==> src/rtl/wphd_pkg.sv <==
// Package for the waypoint heading and distance block: widths, angle constants,
// the CORDIC arctangent step table and the record handed along the cell chain.
// No dependencies.
package wphd_pkg;

  // Number of CORDIC cells in the chain (8 to 24, limited by the table).
  localparam int CORDIC_STEPS = 16;
  localparam int STEP_W       = 5;

  // Datapath widths.
  localparam int CW        = 34;  // CORDIC x/y word, coordinates scaled by 2^6
  localparam int ZW        = 25;  // angle accumulator, degrees times 2^16
  localparam int TW        = 18;  // raw turn angle before wrapping
  localparam int HW        = 16;  // heading
  localparam int GUARD     = 6;
  localparam int ANG_SHIFT = 10;

  // Gain correction, about 0.6072529350 in unsigned Q0.32.
  localparam logic [31:0] GAIN = 32'd2608131496;

  // Angles in degrees times 64.
  localparam int DEG90  = 5760;
  localparam int DEG180 = 11520;
  localparam int DEG270 = 17280;
  localparam int DEG360 = 23040;

  localparam logic signed [TW-1:0] TURN_0   = '0;
  localparam logic signed [TW-1:0] TURN_90  = TW'(DEG90);
  localparam logic signed [TW-1:0] TURN_180 = TW'(DEG180);
  localparam logic signed [TW-1:0] TURN_270 = TW'(DEG270);
  localparam logic signed [TW-1:0] TURN_360 = TW'(DEG360);
  localparam logic signed [TW-1:0] TURN_540 = TW'(DEG180 + DEG360);
  localparam logic signed [TW-1:0] TURN_720 = TW'(2 * DEG360);

  // Record carried from cell to cell.
  typedef struct packed {
    logic signed [CW-1:0] u;
    logic signed [CW-1:0] v;
    logic signed [ZW-1:0] z;
    logic signed [HW-1:0] heading;
    logic                 empty;
    logic                 dy_pos;
    logic                 dy_neg;
    logic                 dx_zero;
    logic                 dx_pos;
  } cell_data_t;

  // Rounded atan(2^-i) in degrees times 2^16.
  function automatic logic signed [ZW-1:0] atan_step(input logic [STEP_W-1:0] i);
    logic signed [ZW-1:0] r;
    case (i)
      5'd0:    r = 25'sd2949120;
      5'd1:    r = 25'sd1740967;
      5'd2:    r = 25'sd919879;
      5'd3:    r = 25'sd466945;
      5'd4:    r = 25'sd234379;
      5'd5:    r = 25'sd117304;
      5'd6:    r = 25'sd58666;
      5'd7:    r = 25'sd29335;
      5'd8:    r = 25'sd14668;
      5'd9:    r = 25'sd7334;
      5'd10:   r = 25'sd3667;
      5'd11:   r = 25'sd1833;
      5'd12:   r = 25'sd917;
      5'd13:   r = 25'sd458;
      5'd14:   r = 25'sd229;
      5'd15:   r = 25'sd115;
      5'd16:   r = 25'sd57;
      5'd17:   r = 25'sd29;
      5'd18:   r = 25'sd14;
      5'd19:   r = 25'sd7;
      5'd20:   r = 25'sd4;
      5'd21:   r = 25'sd2;
      5'd22:   r = 25'sd1;
      default: r = '0;
    endcase
    return r;
  endfunction

endpackage

==> src/rtl/wphd_post.sv <==
// Result stages: gain correction of the magnitude as two partial products,
// bearing selection, turn wrapping and the output register. Depends on wphd_pkg.
module wphd_post (
  input  logic                    clk,
  input  logic                    rst,
  input  logic                    up_valid,
  output logic                    up_ready,
  input  wphd_pkg::cell_data_t    up_data,
  output logic                    out_valid,
  input  logic                    out_ready,
  output logic signed [14:0]      turn_angle,
  output logic [24:0]             travel_distance,
  output logic                    obsolete
);
  import wphd_pkg::*;

  // Stage 1 registers.
  logic                 v1;
  logic [47:0]          prod_lo;
  logic [48:0]          prod_hi;
  logic signed [TW-1:0] turn_raw;
  logic                 empty1;
  // Stage 2 registers.
  logic                 v2;
  logic [65:0]          mag_sum;
  logic signed [TW-1:0] turn_wrap;
  logic                 empty2;
  // Output register.
  logic                 v3;

  logic                 r1;
  logic                 r2;
  logic                 r3;

  logic [CW-2:0]        u_pos;
  logic signed [ZW:0]   z_round;
  logic signed [ZW:0]   z_shift;
  logic signed [TW-1:0] bearing;
  logic signed [TW-1:0] turn_calc;
  logic signed [TW-1:0] wrap_calc;
  logic [27:0]          dist_full;
  logic [24:0]          dist_sat;

  // Ready chain through the three stages.
  assign r3        = !v3 || out_ready;
  assign r2        = !v2 || r3;
  assign r1        = !v1 || r2;
  assign up_ready  = r1;
  assign out_valid = v3;

  always_ff @(posedge clk) begin
    if (rst) begin
      v1 <= 1'b0;
      v2 <= 1'b0;
      v3 <= 1'b0;
    end else begin
      if (r1) begin
        v1 <= up_valid;
      end
      if (r2) begin
        v2 <= v1;
      end
      if (r3) begin
        v3 <= v2;
      end
    end
  end

  // Stage 1: magnitude partial products and the raw turn angle.
  always_comb begin
    u_pos   = up_data.u[CW-1] ? '0 : up_data.u[CW-2:0];
    z_round = {up_data.z[ZW-1], up_data.z}
              + {{(ZW - ANG_SHIFT + 1){1'b0}}, 1'b1, {(ANG_SHIFT - 1){1'b0}}};
    z_shift = z_round >>> ANG_SHIFT;
    if (up_data.dy_pos) begin
      bearing = TW'(z_shift);
    end else if (up_data.dy_neg) begin
      bearing = TW'(z_shift) - TURN_180;
    end else if (up_data.dx_zero) begin
      bearing = TURN_0;
    end else if (up_data.dx_pos) begin
      bearing = TURN_90;
    end else begin
      bearing = TURN_270;
    end
    turn_calc = bearing - TW'(up_data.heading);
  end

  always_ff @(posedge clk) begin
    if (r1 && up_valid) begin
      prod_lo  <= 48'(u_pos[15:0]) * 48'(GAIN);
      prod_hi  <= 49'(u_pos[CW-2:16]) * 49'(GAIN);
      turn_raw <= turn_calc;
      empty1   <= up_data.empty;
    end
  end

  // Stage 2: sum with rounding, and wrap the turn into the closed range of +-180 degrees.
  always_comb begin
    if (turn_raw > TURN_540) begin
      wrap_calc = turn_raw - TURN_720;
    end else if (turn_raw > TURN_180) begin
      wrap_calc = turn_raw - TURN_360;
    end else if (turn_raw < -TURN_540) begin
      wrap_calc = turn_raw + TURN_720;
    end else if (turn_raw < -TURN_180) begin
      wrap_calc = turn_raw + TURN_360;
    end else begin
      wrap_calc = turn_raw;
    end
  end

  always_ff @(posedge clk) begin
    if (r2 && v1) begin
      mag_sum   <= 66'(prod_lo) + (66'(prod_hi) << 16) + (66'(1) << (31 + GUARD));
      turn_wrap <= wrap_calc;
      empty2    <= empty1;
    end
  end

  // Stage 3: scale down, saturate and blank the result when there is no target.
  always_comb begin
    dist_full = mag_sum[65:38];
    dist_sat  = (|dist_full[27:25]) ? '1 : dist_full[24:0];
  end

  always_ff @(posedge clk) begin
    if (r3 && v2) begin
      turn_angle      <= empty2 ? '0 : 15'(turn_wrap);
      travel_distance <= empty2 ? '0 : dist_sat;
      obsolete        <= empty2;
    end
  end

endmodule

==> config.mk <==
export PLATFORM = sky130hd
export DESIGN_NAME = wphd_post
export DESIGN_NICKNAME = d
export VERILOG_FILES = /design/src/rtl/wphd_pkg.sv /design/src/rtl/wphd_post.sv
export SDC_FILE = /design/constraint.sdc
export NUM_CORES = 1
export LEC_CHECK = 0
export BUFFER_PORTS_ARGS = -buffer_cell sky130_fd_sc_hd__buf_2
export CAP_MARGIN = 20
export CORE_ASPECT_RATIO = 1.2
export CORE_MARGIN = 10
export CORE_UTILIZATION = 65
export CTS_BUF_LIST = sky130_fd_sc_hd__clkbuf_4 sky130_fd_sc_hd__clkbuf_8
export DETAILED_ROUTE_END_ITERATION = 8
export HOLD_SLACK_MARGIN = 0.08
export PLACE_DENSITY = 0.85
export SYNTH_ARGS = -nofsm -noshare
export SYNTH_HDL_FRONTEND = slang
export SYNTH_SLANG_ARGS = --single-unit
==> constraint.sdc <==
create_clock -name clk -period 9.6 [get_ports clk]
set_clock_uncertainty 0.05 [all_clocks]
set_input_delay 1.92 -clock clk [delete_from_list [all_inputs] [get_ports clk]]
set_output_delay 1.92 -clock clk [all_outputs]
set_load 0.01 [all_outputs]
==> results.cfg <==
[synthesis]
ys_types = 68
synth_area_sq_um = 25800
ys_seq_area_share_pct = 21.1
ys_ff_latch = 182
synth_edf_count = 179
synth.avg_cell_area_sq_um = 10.2
synth_top_cells_by_area = fa_1, edfxtp_1, ha_1
synth_top_area_share_pct = 28.9
synth_nets = 3401
yosysWarningCount = 0
synthCells = 2526
synth_largest_area_cell = fa_1
async_flop_share_pct = 0
synthFlopType = edfxtp_1

[final_layout]
final_nets = 3548
layout_commonest_cell = inv_1
antenna_cells = 0
final_cell_mix = inv_1, ha_1, fa_1
fill_cells = 2823
layout-drive-gt1-share_pct = 8.08
final_util_pct = 70.9
syn2layout_area_growth_pct = 7.22

[clocking]
holdBufCountCts = 0
clockBufferDepth = 2
clockRootBuffer = clkbuf_8
post_cts_buffers = 0
cts-buffers-inserted = 17
path_clk_slew_ns = 0.09
cts-resized-gates = 0
cts_tree = yes
clock_sinks = 182
htreeDepth = 4
clock_latency_ns = 0.49

[setup_path]
worstReg2RegStart = prod_lo[22]
cp_top_family = adder cells
crit_path_top_delay_cell = fa_1
reg2reg_depth = 12
required_ns = 9.78
cp.arrival_ns = 9.06
crit_fanout = 35
reg2reg_slack_ns = 5.52
cp-start-kind = primary input
end_kind = flip-flop
cp_slowest_stage_delay_ns = 0.58
crit_buf_inv = 7
worstSetupPathType = primary input to flip-flop
r2r-end = mag_sum[65]

[route]
finalWirelength_mm = 60.7
drc_errors = 0
first_pass_iters = 7
vias = 17800
initialDrtViolationCount = 1009
wire_per_inst_um = 18.9
ant_nets = 0
detail_route.vias_per_cell = 5.55

[place]
gp_congestion = 1.01
dp_hpwl_mm = 52.7
io_buffer_count = 117

[hold_path]
hold_class = flip-flop to flip-flop
hp-start = turn_raw[2]
hold_path_end = turn_wrap[2]
hold_depth = 0

[floorplan]
die_x_um = 202
die_area_sq_um = 48100
ios = 161
start_util_pct = 66.1
fp-row-count = 79
die_y_um = 238
core_sq_um = 39000

[pwr]
peakVddDrop_v = 0.000394
power.leakage_nw = 14.3
power_density_nw_per_um2 = 341

[timing]
rsz0062_at_grt = no
tightest_slew_ns = 1.03
period_needed_ns = 8.88
setup_viol = 0
maxSlewViolCount = 0
hold_violations = 0
slew_headroom_pct = 30.9
fin_crit_sh_pct = 92.4
setup_tns_ns = 0
max_clock_freq_mhz = 113

[grt]
antenna_found_initial = 0
grt_overflow_total = 0
track_usage_pct = 26.1
grt_pass1_wl_mm = 100
grt_pass1_vias = 19400
grt_start_max_net_pins = 72

[status]
status = complete, no violations

[job]
cap_viol_max_count = 0
-- registers in the layout (all words and copies together) (netlist names) --
signal and count:
turn_wrap 15, v1 1, v2 1, empty1 1
prod_lo 29, obsolete 1, prod_hi 46, out_valid 1
turn_raw 18, empty2 1, turn_angle 15, mag_sum 28
travel_distance 25
-- cell families after synthesis --
kind of cell	synth area share [%]
mux	0.155
buf+inv	9.99
xor+xnor	4.48
fa+ha+maj	47.6
simple gates	8.36
flops	21.1
compound gates	8.39
-- worst reg2reg max path: cells and delay by family (launching register included) --
kind / cells / cell delay, ns
flip-flops: 1 / 0.40
adder cells (fa/ha/maj): 2 / 0.60
AO/OA/AOI/OAI: 7 / 2.12
AND/OR/NAND/NOR: 3 / 0.68
-- per-stage QoR --
stage / std cells / hold WS (ns) / instance area, sq um / worst slack (ns) / total power [mW]
CTS: 3212 / 0.413 / 27700 / 0.794 / 9.41
global route: 3212 / 0.420 / 27700 / 0.356 / 10.5
global placement: 3179 / 0.369 / 27300 / 0.446 / 8.56
floorplan: 2526 / 0.350 / 25800 / 1.21 / 7.04
detailed placement: 3180 / 0.392 / 27300 / 0.294 / 8.83
finish: 3212 / 0.412 / 27700 / 0.725 / 9.44
-- final cells by class --
cell class | instances | area, sq um | area share (%)
multi-input cells | 1658 | 17800 | 64.4
flip-flops and latches | 182 | 5440 | 19.6
inverters | 655 | 2460 | 8.89
repair buffers | 159 | 921 | 3.33
well taps | 526 | 658 | 2.38
clock buffers | 19 | 255 | 0.923
clock inverters | 13 | 113 | 0.407
-- worst max path at each step --
stage	startpoint	cells after the start	to
after floorplan	up_data[113]	23	prod_hi[47]
after global placement	up_data[113]	24	prod_hi[47]
after detailed placement	up_data[113]	24	prod_hi[47]
after CTS	up_data[113]	25	prod_hi[47]
after global routing	up_data[113]	23	prod_hi[45]
final	up_data[113]	25	prod_hi[47]
-- routing by layer --
metal	up-vias	global-route usage [%]	part of all wire [%]
met4	0	7.48	2.7
met3	103	4.53	5.6
li1	8397	-	-
met2	514	44.2	49
met5	-	0	0
met1	8800	33.9	43
-- Yosys cell counts, types with 37 or more instances --
cell,instances
inv_1,655
ha_1,384
fa_1,373
edfxtp_1,179
nor2_1,136
a21oi_1,108
xnor2_1,82
nand2_1,75
o21ai_0,61
nor2b_1,53
xor2_1,50
a21o_1,48
nand2b_1,37
-- power by group --
part           internal [mW]  switching, mW  leakage [nW]
registers               1.45          0.102          1.73
logic                   3.14           4.25          12.4
clock network          0.198          0.296         0.191
total                   4.79           4.65          14.3
(Power assumes the default switching activity.)
