## config.mk

```make
export PLATFORM = sky130hd
export DESIGN_NAME = wphd_prep
export DESIGN_NICKNAME = d
export VERILOG_FILES = /design/src/rtl/wphd_pkg.sv /design/src/rtl/wphd_prep.sv
export SDC_FILE = /design/constraint.sdc
export NUM_CORES = 1
export LEC_CHECK = 0
export ABC_AREA = 1
export BUFFER_PORTS_ARGS = -buffer_cell sky130_fd_sc_hd__buf_2
export CAP_MARGIN = 20
export CORE_ASPECT_RATIO = 1.4
export CORE_MARGIN = 3
export CORE_UTILIZATION = 30
export CTS_BUF_LIST = sky130_fd_sc_hd__clkbuf_4
export CTS_CLUSTER_DIAMETER = 80
export DETAILED_ROUTE_END_ITERATION = 8
export MAX_ROUTING_LAYER = met4
export SYNTH_ARGS = -nofsm -noshare
export SYNTH_HDL_FRONTEND = slang
export SYNTH_SLANG_ARGS = --single-unit
```

## constraint.sdc

```tcl
create_clock -name clk -period 9.3 [get_ports clk]
set_clock_uncertainty 0.1 [all_clocks]
set_input_delay 1.395 -clock clk [delete_from_list [all_inputs] [get_ports clk]]
set_output_delay 1.395 -clock clk [all_outputs]
set_load 0.01 [all_outputs]
```

## src/rtl/wphd_pkg.sv

```systemverilog
// Package for the waypoint heading and distance block: widths, angle constants,
// the CORDIC arctangent step table and the record handed along the cell chain.
// No dependencies.
package wphd_pkg;

  // Number of CORDIC cells in the chain (8 to 24, limited by the table).
  localparam int CORDIC_STEPS = 16;
  localparam int STEP_W       = 5;

  // Datapath widths.
  localparam int CW        = 34;  // CORDIC x/y word, coordinates scaled by 2^6
  localparam int ZW        = 25;  // angle accumulator, degrees times 2^16
  localparam int TW        = 18;  // raw turn angle before wrapping
  localparam int HW        = 16;  // heading
  localparam int GUARD     = 6;
  localparam int ANG_SHIFT = 10;

  // Gain correction, about 0.6072529350 in unsigned Q0.32.
  localparam logic [31:0] GAIN = 32'd2608131496;

  // Angles in degrees times 64.
  localparam int DEG90  = 5760;
  localparam int DEG180 = 11520;
  localparam int DEG270 = 17280;
  localparam int DEG360 = 23040;

  localparam logic signed [TW-1:0] TURN_0   = '0;
  localparam logic signed [TW-1:0] TURN_90  = TW'(DEG90);
  localparam logic signed [TW-1:0] TURN_180 = TW'(DEG180);
  localparam logic signed [TW-1:0] TURN_270 = TW'(DEG270);
  localparam logic signed [TW-1:0] TURN_360 = TW'(DEG360);
  localparam logic signed [TW-1:0] TURN_540 = TW'(DEG180 + DEG360);
  localparam logic signed [TW-1:0] TURN_720 = TW'(2 * DEG360);

  // Record carried from cell to cell.
  typedef struct packed {
    logic signed [CW-1:0] u;
    logic signed [CW-1:0] v;
    logic signed [ZW-1:0] z;
    logic signed [HW-1:0] heading;
    logic                 empty;
    logic                 dy_pos;
    logic                 dy_neg;
    logic                 dx_zero;
    logic                 dx_pos;
  } cell_data_t;

  // Rounded atan(2^-i) in degrees times 2^16.
  function automatic logic signed [ZW-1:0] atan_step(input logic [STEP_W-1:0] i);
    logic signed [ZW-1:0] r;
    case (i)
      5'd0:    r = 25'sd2949120;
      5'd1:    r = 25'sd1740967;
      5'd2:    r = 25'sd919879;
      5'd3:    r = 25'sd466945;
      5'd4:    r = 25'sd234379;
      5'd5:    r = 25'sd117304;
      5'd6:    r = 25'sd58666;
      5'd7:    r = 25'sd29335;
      5'd8:    r = 25'sd14668;
      5'd9:    r = 25'sd7334;
      5'd10:   r = 25'sd3667;
      5'd11:   r = 25'sd1833;
      5'd12:   r = 25'sd917;
      5'd13:   r = 25'sd458;
      5'd14:   r = 25'sd229;
      5'd15:   r = 25'sd115;
      5'd16:   r = 25'sd57;
      5'd17:   r = 25'sd29;
      5'd18:   r = 25'sd14;
      5'd19:   r = 25'sd7;
      5'd20:   r = 25'sd4;
      5'd21:   r = 25'sd2;
      5'd22:   r = 25'sd1;
      default: r = '0;
    endcase
    return r;
  endfunction

endpackage

```

## src/rtl/wphd_prep.sv

```systemverilog
// Entry stage: forms the difference vector, folds it into the right half plane
// and registers the first record of the cell chain. Depends on wphd_pkg.
module wphd_prep (
  input  logic                    clk,
  input  logic                    rst,
  input  logic                    in_valid,
  output logic                    in_ready,
  input  logic [23:0]             pos_x,
  input  logic [23:0]             pos_y,
  input  logic [23:0]             dest_x,
  input  logic [23:0]             dest_y,
  input  logic [15:0]             heading,
  input  logic                    dest_empty,
  output logic                    dn_valid,
  input  logic                    dn_ready,
  output wphd_pkg::cell_data_t    dn_data
);
  import wphd_pkg::*;

  logic signed [24:0] dx;
  logic signed [24:0] dy;
  logic signed [25:0] ndx;
  logic signed [25:0] ndy;
  logic signed [25:0] u0;
  logic signed [25:0] v0;
  cell_data_t         data_next;
  logic               valid;

  // Difference vector and quadrant flags.
  always_comb begin
    dx  = {dest_x[23], dest_x} - {pos_x[23], pos_x};
    dy  = {dest_y[23], dest_y} - {pos_y[23], pos_y};
    ndx = -{dx[24], dx};
    ndy = -{dy[24], dy};

    data_next.dy_pos  = !dy[24] && (dy != '0);
    data_next.dy_neg  = dy[24];
    data_next.dx_zero = (dx == '0);
    data_next.dx_pos  = !dx[24] && (dx != '0);
    data_next.empty   = dest_empty;
    data_next.heading = heading;
    data_next.z       = '0;

    // Fold the vector so that the CORDIC x input is never negative.
    if (data_next.dy_pos) begin
      u0 = {dy[24], dy};
      v0 = {dx[24], dx};
    end else if (data_next.dy_neg) begin
      u0 = ndy;
      v0 = ndx;
    end else begin
      u0 = dx[24] ? ndx : {dx[24], dx};
      v0 = '0;
    end

    data_next.u = {{(CW - 26 - GUARD){u0[25]}}, u0, {GUARD{1'b0}}};
    data_next.v = {{(CW - 26 - GUARD){v0[25]}}, v0, {GUARD{1'b0}}};
  end

  // Stage register with its own transfer control.
  assign in_ready = !valid || dn_ready;
  assign dn_valid = valid;

  always_ff @(posedge clk) begin
    if (rst) begin
      valid <= 1'b0;
    end else if (in_ready) begin
      valid <= in_valid;
    end
  end

  always_ff @(posedge clk) begin
    if (in_ready && in_valid) begin
      dn_data <= data_next;
    end
  end

endmodule

```

==> reports/qor.yml, run 1 <==
floorplanning:
  std_cell_rows: 73
  core_area_mm2: 0.0287
  initial_core_util_pct: 30.7
  dieHeight_um: 209
  ios: 233
  die_area_mm2: 0.0314
  die_x_um: 151
synth:
  synth-compound-area-share_pct: 8.35
  synth_area_leader_cell: "edfxtp_1"
  synth_fa_ha_area_share_pct: 7.86
  synth_area_leaders: "edfxtp_1 25%, nand2_1 22%, inv_1 11%"
  synthArstFlopShare_pct: 0
  synth_top_family_by_area: "simple AND/OR/NAND/NOR gates"
  syn_area_per_cell_um2: 6.17
  postSynthCellCount: 1424
  ys_ff_latch: 74
  synth_area_mm2: 0.00879
  synthSimpleGateAreaFrac_pct: 39.7
  synth_top_cell_area_share_pct: 24.9
  synth-seq-area-share_pct: 25.2
  synthFlopType: "edfxtp_1"
  synth_warnings: 0
  synth_mux_area_share_pct: 0
  ys_types: 40
  synth_edf_count: 73
  synth_xor_area_share_pct: 2.78
global_route:
  grt_pass1_wl_um: 44800
  grt.overflow.total: 0
  antenna_found_initial: 1
  grtUsageTotal_pct: 18.8
  grt_max_degree: 74
  first_global_vias: 8687
critical_path:
  max_stage_delay_ps: 580
  arrival_ps: 5010
  cp_num_buf_inv: 6
  path_class: "input pin to register"
  cp-start-kind: "input pin"
  path_cells: "buf_2 > inv_1 > ha_1 > inv_1 > fa_1 > nand2_1 > inv_1 > nand2_1 > nand2_1 > nand2_1 > nand2_2 > nand3_1 > nand3_2 > xor2_4 > buf_4 > inv_2 > nand3_2 > nand2_4 > nand3_1 > o211ai_1"
  cp_max_fo: 60
  slowest_stage: "inv_2"
  reg2regPathDepth: 2
  cp_top_family: "simple AND/OR/NAND/NOR gates"
  cp_common_cell: "nand2_1"
  path_depth: 20
  critPathCaptureType: "register"
  cp.required_ps: 9490
drt:
  vias: 9188
  dr.pass1.iters: 5
  vias_per_cell: 4.62
  wire_per_inst_um: 14.8
  drtIter0Drc: 475
  detail_route.drc_violations: 0
  ant_nets: 0
  wl_um: 29400
layout:
  drive_above_1_share_pct: 17.3
  final_util_pct: 35.4
  fin_nets: 1779
  syn_to_final_growth_pct: 15.6
status:
  status: "complete, no violations"
clock_network:
  clk_pin_slew_ps: 120
  clock_latency_ps: 450
  clock-root-buffer: "clkbuf_4"
  cts_tree: "built"
  cts_max_level: 3
  clock_path_buffers: 2
  holdBufCountCts: 0
  numCtsBuffers: 9
  clkSinkCount: 74
  cts_setup_buffers: 0
  post_cts_resized: 0
pwr:
  total_leakage_power_nw: 5.55
  ir_drop_v: 0.0000626
  power_mw: 1.44
  power-per-cell-area_mw_per_mm2: 141
sta:
  slew_headroom_pct: 26.2
  finalSetupTns_ps: 0
  max_freq_mhz: 208
  min_period_ps: 4810
  rsz0062_at_grt: "false"
  tightest_slew_ps: 1110
  hold_viol_final: 0
  maxSlewViolCount: 0
  setup_viol: 0
  post-route-period-util_pct: 51.7
hold_path:
  worstHoldPathCells: 2
  hold_class: "register to register"
run:
  maxCapViolations: 0
placement:
  gp_congestion: 0.965
  dp_hpwl_um: 24800
  io_buffers: 195
==> Yosys cell counts, drive strengths merged (2+ instances only) <==
master,count
o21bai,3
nand3,112
buf,54
nor4,2
nand3b,4
a31oi,3
o211ai,3
xnor2,6
fa,2
a21oi,50
xor2,18
o21ai,60
o22ai,15
clkbuf,6
inv,265
nor2,125
ha,52
and2,2
nand4,36
nand2,520
nor3,9
edfxtp,73
==> worst paths after layout <==
check	from	to	slack, ps
max reg2reg	dn_valid$_SDFFE_PP0N_	dn_data[1]$_DFFE_PP_	7530
max	dest_y[0]	dn_data[87]$_DFFE_PP_	4490
min	dn_valid$_SDFFE_PP0N_	dn_valid$_SDFFE_PP0N_	440
min reg2reg	dn_valid$_SDFFE_PP0N_	dn_valid$_SDFFE_PP0N_	440
==> stage by stage <==
stage	worst slack [ps]	std cells	hold WS [ps]	cell area [um2]
2_1_floorplan	3700	1460	477	8930
4_1_cts	4510	1987	441	10200
3_5_place_dp	4020	1972	423	9980
3_3_place_gp	4100	1972	415	9980
6_report	4490	1988	439	10200
5_1_grt	4090	1988	479	10200
==> sequential cells by signal, indices dropped and copies added (netlist names) <==
register  count
dn_data      73
dn_valid      1
==> layout by cell type, fill, tap and decap left out, drive strengths merged <==
master | Yosys | layout
o211ai | 3 | 3
dfxtp | 1 | 1
nand3 | 112 | 112
clkinv | 0 | 3
o21bai | 3 | 3
bufinv | 0 | 3
edfxtp | 73 | 73
nand2 | 520 | 520
o22ai | 15 | 15
o21ai | 60 | 60
a21oi | 50 | 50
nor2 | 125 | 125
fa | 2 | 2
xnor2 | 6 | 6
o31ai | 1 | 1
inv | 265 | 265
ha | 52 | 52
buf | 54 | 197
diode | 0 | 1
conb | 1 | 37
nor4 | 2 | 2
nand3b | 4 | 4
clkbuf | 6 | 9
xor2 | 18 | 18
nand4 | 36 | 36
a31oi | 3 | 3
nor3 | 9 | 9
o2111a | 1 | 1
and2 | 2 | 2
==> cell type report <==
type | count | area, um2
Antenna cell | 1 | 2.50
Timing Repair Buffer | 197 | 991
Clock buffer | 9 | 67.6
Tap cell | 375 | 469
Clock inverter | 6 | 116
Multi-Input combinational cell | 1061 | 5310
Fill cell | 3266 | 18500
Inverter | 265 | 995
Sequential cell | 74 | 2210
==> worst reg2reg max path, delay by kind of cell, from the launching register on <==
family / cells / cell delay, ps
buffers and inverters: 1 / 750
AOI/OAI and AO/OA: 1 / 140
DFF: 1 / 360
==> report_power, final <==
part           total, mW  leakage, nW  switching, mW  internal (mW)
Sequential         0.466        0.720         0.0255          0.440
Clock              0.262       0.0962          0.126          0.136
Combinational      0.709         4.73          0.485          0.224
Total               1.44         5.55          0.636          0.800
==> cell families after synthesis <==
family	after synthesis
AOI/OAI and AO/OA	136
adders and majority gates	54
xor gates and xnor gates	24
DFF	74
other	1
buffers and inverters	325
and+or+nand+nor	810
==> layer usage <==
metal | GRT usage, % | vias to the layer above | routed length, um
met5 | - | - | 0
met4 | 6.20 | 0 | 930
met3 | 1.20 | 47 | 1150
met2 | 36.0 | 266 | 16100
met1 | 20.0 | 4074 | 11200
li1 | - | 4801 | -
Note: power is estimated with default switching activity, not from simulation.
==> run 2: changes to the inputs <==
==> constraint.sdc (replaced) <==
create_clock -name clk -period 4.07 [get_ports clk]
set_clock_uncertainty 0.1 [all_clocks]
set_input_delay 0.6105 -clock clk [delete_from_list [all_inputs] [get_ports clk]]
set_output_delay 0.6105 -clock clk [all_outputs]
set_load 0.01 [all_outputs]
==> reports/qor.yml, run 2 (synthesized netlist as in run 1, its figures left out) <==
global_route:
  grt.overflow.total: 0  # unchanged
  grt_max_degree: 74  # unchanged
  first_global_vias: 9019  # was 8687
  grtUsageTotal_pct: 19.7  # was 18.8%
  antenna_found_initial: 2  # was 1
  grt_pass1_wl_um: 46200  # was 44800 um
clock_network:
  cts_max_level: 3  # unchanged
  post_cts_resized: 0  # unchanged
  clock_path_buffers: 2  # unchanged
  clock-root-buffer: "clkbuf_4"  # unchanged
  cts_setup_buffers: 0  # unchanged
  numCtsBuffers: 9  # unchanged
  cts_tree: "built"  # unchanged
  clk_pin_slew_ps: 130  # was 120 ps
  clkSinkCount: 74  # unchanged
  clock_latency_ps: 480  # was 450 ps
  holdBufCountCts: 0  # unchanged
critical_path:
  arrival_ps: 3850  # was 5010 ps
  rrSetupSlack_ps: 2250  # was 7530 ps
  cp_max_fo: 5  # was 60
  cp-start-kind: "input pin"  # unchanged
  reg2reg_to: "dn_data[71]$_DFFE_PP_"  # was dn_data[1]$_DFFE_PP_
  r2r_start: "dn_valid$_SDFFE_PP0N_"  # unchanged
  reg2regPathDepth: 2  # unchanged
  critPathLaunch: "pos_x[0]"  # was dest_y[0]
  endpoint: "dn_data[76]$_DFFE_PP_"  # was dn_data[87]$_DFFE_PP_
  critPathCaptureType: "register"  # unchanged
  path_class: "input pin to register"  # unchanged
  cp.required_ps: 4290  # was 9490 ps
floorplanning:
  ios: 233  # unchanged
  die_area_mm2: 0.0314  # unchanged
  die_x_um: 151  # unchanged
  initial_core_util_pct: 30.7  # unchanged
  core_area_mm2: 0.0287  # unchanged
  dieHeight_um: 209  # unchanged
  std_cell_rows: 73  # unchanged
pwr:
  p_seq_share_pct: 31.0  # was 32.4%
  total_leakage_power_nw: 5.69  # was 5.55 nW
  power-per-cell-area_mw_per_mm2: 324  # was 141 mW/mm2
  power_frac_clock_pct: 17.0  # was 18.2%
  switchingPower_mw: 1.52  # was 636 uW
  p_comb_share_pct: 52.0  # was 49.4%
  ir_drop_v: 0.000168  # was 0.0000626 V
  internal_power_mw: 1.84  # was 800 uW
  p_sw_share_pct: 45.3  # was 44.3%
drt:
  dr.pass1.iters: 6  # was 5
  vias: 9386  # was 9188
  ant_nets: 0  # unchanged
  vias_per_cell: 4.65  # was 4.62
  detail_route.drc_violations: 0  # unchanged
  wire_per_inst_um: 15.1  # was 14.8 um
  drtIter0Drc: 389  # was 475
  wl_um: 30400  # was 29400 um
sta:
  max_freq_mhz: 275
  hold_viol_final: 0  # unchanged
  tightest_slew_ps: 1010  # was 1110 ps
  min_period_ps: 3630
  slew_headroom_pct: 32.4  # was 26.2%
  rsz0062_at_grt: "false"  # unchanged
  fin_hold_ws_ps: 167  # was 439 ps
  maxSlewViolCount: 0  # unchanged
  finalSetupTns_ps: 0  # unchanged
  post-route-period-util_pct: 89.2
  setup_viol: 0  # unchanged
status:
  status: "complete, no violations"  # unchanged
layout:
  syn_to_final_growth_pct: 18.2  # was 15.6%
  finish.instance_area_mm2: 0.0104  # was 0.0102 mm2
  fill_cells: 3214  # was 3266
  layout_common_cells: "506 x nand2_1, 254 x inv_1, 195 x buf_2, 103 x nor2_1, 100 x nand3_1"  # unchanged
  drive_above_1_share_pct: 18.7  # was 17.3%
  final_common_cell: "nand2_1"  # unchanged
  regMostFlops: "dn_data"  # unchanged
  largest_register_ffs: 73  # unchanged
  fin_cells: 2018  # was 1988
  fin_nets: 1807  # was 1779
run:
  maxCapViolations: 0  # unchanged
placement:
  gp_congestion: 0.937  # was 0.965
  dp_hpwl_um: 25800  # was 24800 um
  io_buffers: 195  # unchanged
  place_area_mm2: 0.0102  # was 0.00998 mm2
  dp_cells: 2000  # was 1972
hold_path:
  hold_class: "input pin to register"  # was register to register
-- run 2: cell types whose count changed in the layout (fill, tap and decap cells not counted) --
cell,delta
inv_8,+1
buf_12,+2
inv_6,+1
bufinv_16,-1
clkinv_4,-1
diode_2,+1
clkinv_1,+1
buf_4,+26
-- run 2: power groups by stage --
stage	Clock, mW	Combinational (mW)	Sequential [mW]
global route	0.617	1.96	1.05
CTS	0.588	1.76	1.04
global placement	0	1.74	1.06
finish	0.572	1.75	1.04
floorplan	0	1.10	1.11
detailed placement	0	1.75	1.06
-- run 2: worst max-delay path: stages --
cell,delay [ps]
buf_2,100
ha_1,220
fa_1,430
inv_1,120
nand3_1,90
nand2_1,170
nand2_1,80
nand2_1,180
xor2_1,120
nor2_1,340
nand3_1,210
nor2_1,210
nand4_1,290
nor2_1,250
ha_1,260
o22ai_1,190
-- run 2: area by class of cell --
| cell class | count | area (um2) | share of cell area [%] |
|---|---|---|---|
| multi-input combinational | 1061 | 5310 | 51.1 |
| sequential | 74 | 2210 | 21.3 |
| timing repair buffer | 225 | 1230 | 11.8 |
| inverter | 265 | 995 | 9.57 |
| tap | 375 | 469 | 4.52 |
| clock inverter | 7 | 101 | 0.976 |
| clock buffer | 9 | 67.6 | 0.650 |
| antenna | 2 | 5.00 | 0.0482 |
-- run 2: per-stage QoR --
stage | total power [mW] | utilization [%] | setup WS, ps
6_report | 3.36 | 36.2 | 440
3_3_place_gp | 2.80 | 35.6 | -98.9
2_1_floorplan | 2.21 | - | 745
3_5_place_dp | 2.81 | 35.6 | -113
5_1_grt | 3.63 | 36.2 | 241
4_1_cts | 3.39 | 36.2 | 418
-- run 2: metal layers --
layer / track usage [%] / routed length [um] / vias up
met5: - / 0 / -
met4: 9.29 / 1340 / 0
met3: 1.90 / 1270 / 49
met2: 37.2 / 16600 / 264
met1: 19.8 / 11200 / 4204
li1: - / - / 4869
-- run 2: worst min-delay path by stage --
stage                                startpoint                     to  slack, ps  cells past startpoint
after detailed placement  dn_valid$_SDFFE_PP0N_  dn_valid$_SDFFE_PP0N_        440                      2
final                                       rst  dn_valid$_SDFFE_PP0N_        170                      2
after global placement    dn_valid$_SDFFE_PP0N_  dn_valid$_SDFFE_PP0N_        420                      2
after floorplan           dn_valid$_SDFFE_PP0N_  dn_valid$_SDFFE_PP0N_        490                      2
after CTS                                   rst  dn_valid$_SDFFE_PP0N_        130                      2
after global routing                        rst  dn_valid$_SDFFE_PP0N_        140                      2
