`config.mk`:
```
export PLATFORM = sky130hd
export DESIGN_NAME = wphd_cell
export DESIGN_NICKNAME = d
export VERILOG_FILES = /design/src/rtl/wphd_pkg.sv /design/src/rtl/wphd_cell.sv
export SDC_FILE = /design/constraint.sdc
export NUM_CORES = 1
export LEC_CHECK = 0
export BUFFER_PORTS_ARGS = -buffer_cell sky130_fd_sc_hd__buf_4
export CORE_MARGIN = 3
export CORE_UTILIZATION = 45
export DETAILED_ROUTE_END_ITERATION = 12
export HOLD_SLACK_MARGIN = 0.06
export PLACE_DENSITY = 0.76
export SETUP_SLACK_MARGIN = 0.5
export SLEW_MARGIN = 0
export SYNTH_ARGS = -nofsm -noshare
export SYNTH_HDL_FRONTEND = slang
export SYNTH_SLANG_ARGS = --single-unit
```
`constraint.sdc`:
```
create_clock -name clk -period 8.3 [get_ports clk]
set_input_delay 0.83 -clock clk [delete_from_list [all_inputs] [get_ports clk]]
set_output_delay 0.83 -clock clk [all_outputs]
set_load 0.02 [all_outputs]
```
`src/rtl/wphd_pkg.sv`:
```
// Package for the waypoint heading and distance block: widths, angle constants,
// the CORDIC arctangent step table and the record handed along the cell chain.
// No dependencies.
package wphd_pkg;

  // Number of CORDIC cells in the chain (8 to 24, limited by the table).
  localparam int CORDIC_STEPS = 16;
  localparam int STEP_W       = 5;

  // Datapath widths.
  localparam int CW        = 34;  // CORDIC x/y word, coordinates scaled by 2^6
  localparam int ZW        = 25;  // angle accumulator, degrees times 2^16
  localparam int TW        = 18;  // raw turn angle before wrapping
  localparam int HW        = 16;  // heading
  localparam int GUARD     = 6;
  localparam int ANG_SHIFT = 10;

  // Gain correction, about 0.6072529350 in unsigned Q0.32.
  localparam logic [31:0] GAIN = 32'd2608131496;

  // Angles in degrees times 64.
  localparam int DEG90  = 5760;
  localparam int DEG180 = 11520;
  localparam int DEG270 = 17280;
  localparam int DEG360 = 23040;

  localparam logic signed [TW-1:0] TURN_0   = '0;
  localparam logic signed [TW-1:0] TURN_90  = TW'(DEG90);
  localparam logic signed [TW-1:0] TURN_180 = TW'(DEG180);
  localparam logic signed [TW-1:0] TURN_270 = TW'(DEG270);
  localparam logic signed [TW-1:0] TURN_360 = TW'(DEG360);
  localparam logic signed [TW-1:0] TURN_540 = TW'(DEG180 + DEG360);
  localparam logic signed [TW-1:0] TURN_720 = TW'(2 * DEG360);

  // Record carried from cell to cell.
  typedef struct packed {
    logic signed [CW-1:0] u;
    logic signed [CW-1:0] v;
    logic signed [ZW-1:0] z;
    logic signed [HW-1:0] heading;
    logic                 empty;
    logic                 dy_pos;
    logic                 dy_neg;
    logic                 dx_zero;
    logic                 dx_pos;
  } cell_data_t;

  // Rounded atan(2^-i) in degrees times 2^16.
  function automatic logic signed [ZW-1:0] atan_step(input logic [STEP_W-1:0] i);
    logic signed [ZW-1:0] r;
    case (i)
      5'd0:    r = 25'sd2949120;
      5'd1:    r = 25'sd1740967;
      5'd2:    r = 25'sd919879;
      5'd3:    r = 25'sd466945;
      5'd4:    r = 25'sd234379;
      5'd5:    r = 25'sd117304;
      5'd6:    r = 25'sd58666;
      5'd7:    r = 25'sd29335;
      5'd8:    r = 25'sd14668;
      5'd9:    r = 25'sd7334;
      5'd10:   r = 25'sd3667;
      5'd11:   r = 25'sd1833;
      5'd12:   r = 25'sd917;
      5'd13:   r = 25'sd458;
      5'd14:   r = 25'sd229;
      5'd15:   r = 25'sd115;
      5'd16:   r = 25'sd57;
      5'd17:   r = 25'sd29;
      5'd18:   r = 25'sd14;
      5'd19:   r = 25'sd7;
      5'd20:   r = 25'sd4;
      5'd21:   r = 25'sd2;
      5'd22:   r = 25'sd1;
      default: r = '0;
    endcase
    return r;
  endfunction

endpackage

```
`src/rtl/wphd_cell.sv`:
```
// One CORDIC vectoring cell: a single micro-rotation on the record it takes in,
// registered for the next cell. Depends on wphd_pkg.
module wphd_cell (
  input  logic                    clk,
  input  logic                    rst,
  input  logic [wphd_pkg::STEP_W-1:0] step_idx,
  input  logic                    up_valid,
  output logic                    up_ready,
  input  wphd_pkg::cell_data_t    up_data,
  output logic                    dn_valid,
  input  logic                    dn_ready,
  output wphd_pkg::cell_data_t    dn_data
);
  import wphd_pkg::*;

  logic signed [CW-1:0] u_in;
  logic signed [CW-1:0] v_in;
  logic signed [CW-1:0] us;
  logic signed [CW-1:0] vs;
  logic signed [ZW-1:0] step_ang;
  cell_data_t           data_next;
  logic                 valid;

  // Rotate towards the x axis by the angle of this cell.
  always_comb begin
    u_in      = up_data.u;
    v_in      = up_data.v;
    us        = u_in >>> step_idx;
    vs        = v_in >>> step_idx;
    step_ang  = atan_step(step_idx);
    data_next = up_data;
    if (!v_in[CW-1]) begin
      data_next.u = u_in + vs;
      data_next.v = v_in - us;
      data_next.z = up_data.z + step_ang;
    end else begin
      data_next.u = u_in - vs;
      data_next.v = v_in + us;
      data_next.z = up_data.z - step_ang;
    end
  end

  // Cell register; it takes a new record whenever it is empty or passing one on.
  assign up_ready = !valid || dn_ready;
  assign dn_valid = valid;

  always_ff @(posedge clk) begin
    if (rst) begin
      valid <= 1'b0;
    end else if (up_ready) begin
      valid <= up_valid;
    end
  end

  always_ff @(posedge clk) begin
    if (up_ready && up_valid) begin
      dn_data <= data_next;
    end
  end

endmodule

```
==> summary.md, run 1 <==
| Metric | Value |
|---|---|
| Share of cells above drive strength 1 | 0.248 |
| # rows | 66 |
| Maximum vdd ir drop | 0.147 mV |
| Syn Inst Count | 1619 |
| Pre-antenna DRT Iters | 5 |
| Total power | 0.00322 W |
| Global route total overflow | 0 |
| Mapped Nets | 1843 |
| Clk slew on worst S/H paths | 0.06 ns |
| Largest net degree at the start of global routing | 64 |
| Post-synthesis cell type count | 91 |
| Ports | 239 |
| RSZ-0062 raised after global routing | no |
| Power Density | 181 mW/mm2 |
| Vias in the first global route | 14200 |
| Fin util | 0.543 |
| Port bufs | 238 |
| HP Class | register to register |
| DR WL/cell | 22.8 um |
| Max Slew Vio Count | 0 |
| Area contributors post-synth | edfxtp_1, mux4_2, ha_1, xnor2_1, mux2i_1 |
| Slowest stage delay, CP | 0.56 ns |
| Most common cell in the netlist | nor2_1 |
| CTS max path bufs | 2 |
| Setup-failing EPs final | 0 |
| Nets | 2047 |
| First-pass GRT wire length | 80500 um |
| Initial Util | 0.460 |
| Die height | 189 um |
| Post-Synthesis Cell Area | 0.0150 mm2 |
| Die Area | 0.0356 mm2 |
| Relative slew slack | 0.258 |
| Final WS setup | 1.01 ns |
| Clock root buffer master | clkbuf_16 |
| WL final | 52000 um |
| H-tree lvl count | 4 |
| Setup Fix Bufs, Post-CTS | 0 |
| Die span in x | 189 um |
| Final setup TNS | 0 ns |
| Clk sinks | 115 |
| Synth cell count leaders | nor2_1, nand2_1, a21oi_1 |
| CP startpoint kind | input port |
| Max frequency | 0.137 GHz |
| Post-cts resize count | 0 |
| CP Capture Type | register |
| HPWL after DPL | 39600 um |
| Clock Latency Late Sink | 0.43 ns |
| Yosys warns | 0 |
| WP data arrival | 7.48 ns |
| Ys async rst share | 0 |
| Crit-path cells | buf_6 -> buf_4 -> mux4_2 -> mux2_2 -> a222oi_1 -> ha_1 -> inv_1 -> a2111oi_0 -> nand4_1 -> nor2_1 -> a31oi_1 -> xnor2_1 -> ha_1 -> a21o_1 -> a21oi_1 -> nor2_1 -> a211oi_1 -> o21ai_0 -> nor4_1 -> or2_2 -> nand3b_1 -> a311o_1 -> xor2_1 |
| Layout Skew | 0.00959 ns |
| Outcome | finished, final reports clean |
| Hold Vio Cnt, Final | 0 |
| Post-synth EDFFs | 114 |
| Area of the core | 0.0327 mm2 |
| Min Tclk post-route | 7.29 ns |
| Initial antenna violation count | 0 |
| Syn avg cell area | 9.29 um2 |
| Ys flop type | edfxtp_1 |
| Routed Antenna Nets | 0 |
| Leakage power | 7.25 nW |
| Total GRT Usage | 0.285 |
| Layout area overhead | 18.2% |
| Register area share after synthesis | 0.229 |
| DRC Markers | 0 |
| Setup WS pre-CTS | 0.834 ns |
| Max cap viols | 0 |
| Top-area cell type share of the netlist area | 0.228 |
| Routability cong. | 0.995 |
| Slowest cell on crit path | mux4_2 |
| Flop-to-flop setup slack | 6.06 ns |
| WHS | 0.533 ns |
| Synth area leader | edfxtp_1 |
| WS Path Type | input port to register |
| Final worst-path cycle share | 0.879 |
| Hold_buf cts | 0 |
| TritonCTS clock tree | yes |
| Required time of the critical path | 8.49 ns |
| Vias per cell | 6.41 |
| Vias | 14600 |
| FF+latch count, synth | 115 |
| TritonCTS buffer count | 17 |
| Worst Path Max Fanout | 57 |
| Antenna diodes | 0 |
| Worst slew pin tran | 1.10 ns |
| DR iter-0 viols | 1693 |
-- cell families after synthesis --
kind of cell / count (synthesis) / synth area share
fa+ha+maj: 101 / 0.0856
compound gates: 458 / 0.202
buf+inv: 129 / 0.0380
xor+xnor: 150 / 0.0874
mux: 198 / 0.205
flops: 115 / 0.229
simple gates: 468 / 0.153
-- stage by stage --
step,instance area (um2),std cells
global route,17800,2278
finish,17800,2278
detailed placement,17200,2246
floorplan,15000,1619
global placement,17200,2246
CTS,17800,2278
-- power by group --
part	internal (W)	switching, W	total (W)
Clock	0.000413	0.000307	0.000720
Sequential	0.000809	0.0000299	0.000838
Combinational	0.000708	0.000955	0.00166
Total	0.00193	0.00129	0.00322
-- cell usage in the layout (no fill, tap or decap), types with 75 or more instances in the layout --
master / count
nor2_1: 155
edfxtp_1: 114
xnor2_1: 104
mux2i_1: 75
mux4_2: 76
o21ai_0: 82
a21oi_1: 115
buf_4: 267
nand2_1: 124
ha_1: 98
-- worst max-delay path: cells and delay by family --
kind	cells	cell delay, ns
compound gates	8	2.32
xor+xnor	2	0.36
simple gates	6	1.47
fa+ha+maj	2	0.61
buf+inv	3	0.99
mux	2	0.86
-- cell type report --
cell class | count | area (um2)
clock buffer | 17 | 425
clock inverter | 15 | 134
fill | 2982 | 14900
inverter | 46 | 173
multi-input combinational | 1375 | 11000
sequential | 115 | 3440
tap | 442 | 553
timing repair buffer | 268 | 2020
-- flip-flops by register name, indices dropped and copies added (netlist names) --
name and count:
dn_data 114, dn_valid 1
-- path summary, 6_finish.rpt --
kind	end	start	depth (start not counted)
max	dn_data[78]	step_idx[0]	23
min	dn_valid	dn_valid	2
max reg2reg	dn_data[40]	dn_valid	3
min reg2reg	dn_valid	dn_valid	2
-- routing by layer --
layer / wire length [um] / vias up / track usage
met3: 5090 / 136 / 0.0621
met1: 20900 / 6991 / 0.373
met4: 2270 / 0 / 0.117
met2: 23700 / 836 / 0.460
li1: - / 6641 / -
met5: 0 / - / 0
No activity file was read; power rests on OpenSTA's default activity.
==> run 2, diff against run 1 <==
BUFFER_PORTS_ARGS = not set   (was -buffer_cell sky130_fd_sc_hd__buf_4)
DONT_BUFFER_PORTS = 1   (was not set)
PLACE_DENSITY = 0.7   (was 0.76)
==> summary.md, run 2 (synthesis gave the netlist of run 1 again) <==
| Metric | Value |
|---|---|
| Die height | 189 um |
| Clock Latency Late Sink | 0.43 ns |
| CP startpoint kind | input port |
| RSZ-0062 raised after global routing | no |
| Routed Antenna Nets | 0 |
| WL final | 48500 um |
| Post-cts resize count | 0 |
| Power Density | 190 mW/mm2 |
| Leakage power | 6.04 nW |
| Final setup TNS | 0 ns |
| Layout Skew | 0.0139 ns |
| DRC Markers | 0 |
| TritonCTS buffer count | 17 |
| Worst slew pin tran | 1.18 ns |
| Post-route cell area | 0.0159 mm2 |
| Initial antenna violation count | 0 |
| # rows | 66 |
| Worst Path Max Fanout | 115 |
| Port bufs | 0 |
| Setup Fix Bufs, Post-CTS | 0 |
| R2R Path Start | dn_valid |
| Hold Vio Cnt, Final | 0 |
| R2R depth | 3 |
| Hold_buf cts | 0 |
| Vias per cell | 6.62 |
| Vias in the first global route | 12700 |
| Clk sinks | 115 |
| First-pass GRT wire length | 74600 um |
| Pre-antenna DRT Iters | 6 |
| Clock root buffer master | clkbuf_16 |
| Share of cells above drive strength 1 | 0.125 |
| Initial Util | 0.460 |
| HPWL after DPL | 36900 um |
| TritonCTS clock tree | yes |
| Hold endpoint | dn_valid |
| DR WL/cell | 24.0 um |
| Total GRT Usage | 0.266 |
| Commonest non-fill, non-tap cell in the layout | nor2_1 |
| Clk slew on worst S/H paths | 0.07 ns |
| Post-DP Area | 0.0153 mm2 |
| Global route total overflow | 0 |
| Reg with most FFs | dn_data |
| Nets | 1789 |
| Layout area overhead | 5.66% |
| Min Tclk post-route | 6.73 ns |
| Ports | 239 |
| Hold_sp | rst |
| Area of the core | 0.0327 mm2 |
| Max cap viols | 0 |
| CP Capture Type | register |
| WP data arrival | 6.91 ns |
| DR iter-0 viols | 1453 |
| Max frequency | 0.149 GHz |
| Routability cong. | 0.993 |
| End of the worst register-to-register path | dn_data[97] |
| Die span in x | 189 um |
| Largest net degree at the start of global routing | 116 |
| WHS Path Cells | 1 |
| Antenna diodes | 0 |
| Max Slew Vio Count | 0 |
| Commonest non-fill, non-tap cells in the layout | nor2_1, nand2_1, a21oi_1 |
| WS Path Type | input port to register |
| Vias | 13400 |
| Die Area | 0.0356 mm2 |
| Relative slew slack | 0.208 |
| Setup-failing EPs final | 0 |
| HP Class | input port to register |
| Outcome | finished, final reports clean |
| Final worst-path cycle share | 0.811 |
| Maximum vdd ir drop | 0.143 mV |
| Flop-to-flop setup slack | 5.85 ns |
| Required time of the critical path | 8.48 ns |
| Max FFs per register | 114 |
| CTS max path bufs | 2 |
| H-tree lvl count | 4 |
-- run 2: cell types whose count changed in the layout (fill, tap and decap cells not counted), sizes merged --
cell | previous run | this run
buf | 268 | 10
inv | 47 | 51
clkinv | 9 | 6
clkinvlp | 4 | 1
bufinv | 1 | 3
-- run 2: worst max path at each step --
stage,startpoint,to,slack (ns)
after global routing,step_idx[0],dn_data[113],1.22
final,step_idx[0],dn_data[113],1.57
after floorplan,step_idx[0],dn_data[113],1.96
after CTS,step_idx[0],dn_data[113],1.76
after detailed placement,step_idx[0],dn_data[113],1.31
after global placement,step_idx[0],dn_data[113],1.44
-- run 2: final cells by class --
class	count	area, um2
multi-input cells	1375	11000
repair buffers	10	75.1
well taps	442	553
fillers	3095	16800
flip-flops and latches	115	3440
clock inverters	15	193
clock buffers	17	425
inverters	46	173
-- run 2: worst max-delay path, cell delays in order --
cell and delay [ns]:
mux4_1 0.61, mux4_2 0.58, a221oi_2 0.40, nor4b_2 0.35, nor4b_2 0.42, and2_1 0.26
a21oi_1 0.10, xnor2_1 0.16, ha_1 0.41, and3_1 0.20, and3_1 0.18, o311ai_0 0.27
a31oi_1 0.41, a41o_1 0.34, a211oi_1 0.13, o41ai_1 0.75, a221oi_1 0.18, o21bai_1 0.20
xnor2_1 0.09
-- run 2: routing by layer --
layer | vias to the layer above | share of wire | global-route usage
met5 | - | 0 | 0
met4 | 0 | 0.035 | 0.0940
met3 | 107 | 0.11 | 0.0726
met2 | 746 | 0.46 | 0.429
met1 | 6399 | 0.40 | 0.344
li1 | 6123 | - | -
-- run 2: through the flow --
step / utilization / worst slack, ns / total power, W / hold slack, ns / std cells
final: 0.486 / 1.57 / 0.00301 / 0.473 / 2020
after global routing: 0.486 / 1.22 / 0.00320 / 0.465 / 2020
after CTS: 0.486 / 1.76 / 0.00302 / 0.456 / 2020
after detailed placement: 0.467 / 1.31 / 0.00221 / 0.783 / 1988
after global placement: 0.467 / 1.44 / 0.00220 / 0.763 / 1988
after floorplan: - / 1.96 / 0.00198 / 0.729 / 1619
-- run 2: where the power goes --
part | switching [W] | internal, W
Sequential | 0.000179 | 0.000819
Combinational | 0.000680 | 0.000538
Clock | 0.000317 | 0.000481
Total | 0.00118 | 0.00184
==> run 3, diff against run 2 <==
PLACE_DENSITY = 0.72   (was 0.7)
clock period = 5.7 ns   (was 8.3 ns; I/O delays follow)
==> summary.md, run 3 (synthesis gave the netlist of run 1 again) <==
| Metric | Value |
|---|---|
| Outcome | finished, final reports clean |
| Area of the core | 0.0327 mm2 |
| Max FFs per register | 114 |
| # rows | 66 |
| HP Class | input port to register |
| H-tree lvl count | 4 |
| Final worst-path cycle share | 0.947 |
| Total GRT Usage | 0.270 |
| Power Density | 267 mW/mm2 |
| Post-DP Area | 0.0164 mm2 |
| WL final | 50200 um |
| Die Area | 0.0356 mm2 |
| Reg with most FFs | dn_data |
| HPWL after DPL | 37900 um |
| R2R depth | 3 |
| TritonCTS clock tree | yes |
| Routability cong. | 0.986 |
| Commonest non-fill, non-tap cell in the layout | nor2_1 |
| Fin util | 0.534 |
| Start point of the critical path | step_idx[0] |
| Crit-path cells | mux4_2 -> mux4_2 -> a222oi_1 -> buf_4 -> ha_4 -> inv_2 -> a2111oi_4 -> nand4_1 -> nor2_2 -> buf_6 -> a21oi_2 -> xnor2_1 -> ha_1 -> a21o_1 -> a21oi_2 -> nor2_1 -> o21a_1 -> nor4_4 -> buf_4 -> or2_4 -> nand3b_1 -> a311o_1 -> xor2_1 |
| Vias in the first global route | 13100 |
| Setup WS pre-CTS | -0.124 ns |
| Leakage power | 6.84 nW |
| Layout Skew | 0.00709 ns |
| CP startpoint kind | input port |
| Nets | 1926 |
| Largest net degree at the start of global routing | 116 |
| Die span in x | 189 um |
| Final cell count without fillers | 2157 |
| Global route total overflow | 0 |
| RSZ-0062 raised after global routing | yes |
| Clk slew on worst S/H paths | 0.06 ns |
| Ports | 239 |
| R2R Path Start | dn_valid |
| Hold Vio Cnt, Final | 0 |
| Vias per cell | 6.45 |
| Placed insts | 2103 |
| Initial Util | 0.460 |
| Worst slew pin tran | 0.800 ns |
| Worst setup path end | dn_data[78] |
| Clock root buffer master | clkbuf_16 |
| Clk sinks | 115 |
| End of the worst register-to-register path | dn_data[40] |
| Initial antenna violation count | 0 |
| Max frequency | 0.185 GHz |
| Clock Latency Late Sink | 0.44 ns |
| Die height | 189 um |
| Slowest stage delay, CP | 0.55 ns |
| Layout area overhead | 16.2% |
| Required time of the critical path | 5.89 ns |
| Worst Path Max Fanout | 115 |
| Slowest cell on crit path | mux4_2 |
| Setup-failing EPs final | 0 |
| WHS Path Cells | 1 |
| Relative slew slack | 0.467 |
| Share of cells above drive strength 1 | 0.244 |
| CP Capture Type | register |
| Max cap viols | 0 |
| TritonCTS buffer count | 17 |
| Max Slew Vio Count | 0 |
| Hold_buf cts | 0 |
| WP data arrival | 5.58 ns |
| Final WS setup | 0.303 ns |
| Port bufs | 0 |
| Maximum vdd ir drop | 0.212 mV |
| Final setup TNS | 0 ns |
| WS Path Type | input port to register |
| Pre-antenna DRT Iters | 6 |
| Post-route cell area | 0.0175 mm2 |
| Vias | 13900 |
| First-pass GRT wire length | 76200 um |
| Flop-to-flop setup slack | 3.25 ns |
| DR iter-0 viols | 1467 |
| Min Tclk post-route | 5.40 ns |
| DR WL/cell | 23.3 um |
| DRC Markers | 0 |
| Routed Antenna Nets | 0 |
| Commonest non-fill, non-tap cells in the layout | nor2_1, buf_4, nand2_1 |
| Antenna diodes | 0 |
| CTS max path bufs | 2 |
[run 3: timing repair]
| action | 4_1_cts | 5_1_grt |
|---|---|---|
| pin swaps | 17 | 52 |
| setup buffers | 3 | 19 |
| cloned | 0 | 0 |
| setup endpoints to repair | 5 | 15 |
| resized for setup | 11 | 48 |
| endpoints found under the hold margin | 0 | 0 |
[run 3: report_power, final]
group | internal, W | total, W | switching (W) | leakage (nW)
Combinational | 0.00101 | 0.00212 | 0.00111 | 5.46
Clock | 0.000646 | 0.00110 | 0.000453 | 0.273
Sequential | 0.00119 | 0.00145 | 0.000259 | 1.11
[run 3: cell type report]
cell class / instances / area, um2
Timing Repair Buffer: 147 / 1160
Multi-Input combinational cell: 1375 / 11600
Clock buffer: 17 / 425
Inverter: 46 / 175
Clock inverter: 15 / 159
Sequential cell: 115 / 3440
Fill cell: 2938 / 15200
Tap cell: 442 / 553
[run 3: how the worst min path moves through the flow]
stage,to,start
after floorplan,dn_valid,rst
after global placement,dn_valid,rst
after detailed placement,dn_valid,rst
after CTS,dn_valid,rst
after global routing,dn_valid,rst
final,dn_valid,rst
[run 3: per-stage QoR]
stage	hold WS (ns)	power (W)
after global routing	0.187	0.00494
final	0.201	0.00467
after detailed placement	0.645	0.00345
after CTS	0.183	0.00458
after floorplan	0.639	0.00295
after global placement	0.640	0.00342
[run 3: worst max-delay path: cells and delay by family]
| kind | cells | cell delay (ns) |
|---|---|---|
| simple gates | 6 | 1.09 |
| fa+ha+maj | 2 | 0.41 |
| xor+xnor | 2 | 0.32 |
| mux | 2 | 1.05 |
| buf+inv | 4 | 0.51 |
| compound gates | 7 | 1.53 |
[run 3: metal layers]
layer,track usage,share of wire
met1,0.349,0.40
met2,0.440,0.47
met3,0.0649,0.096
met4,0.103,0.037
met5,0,0
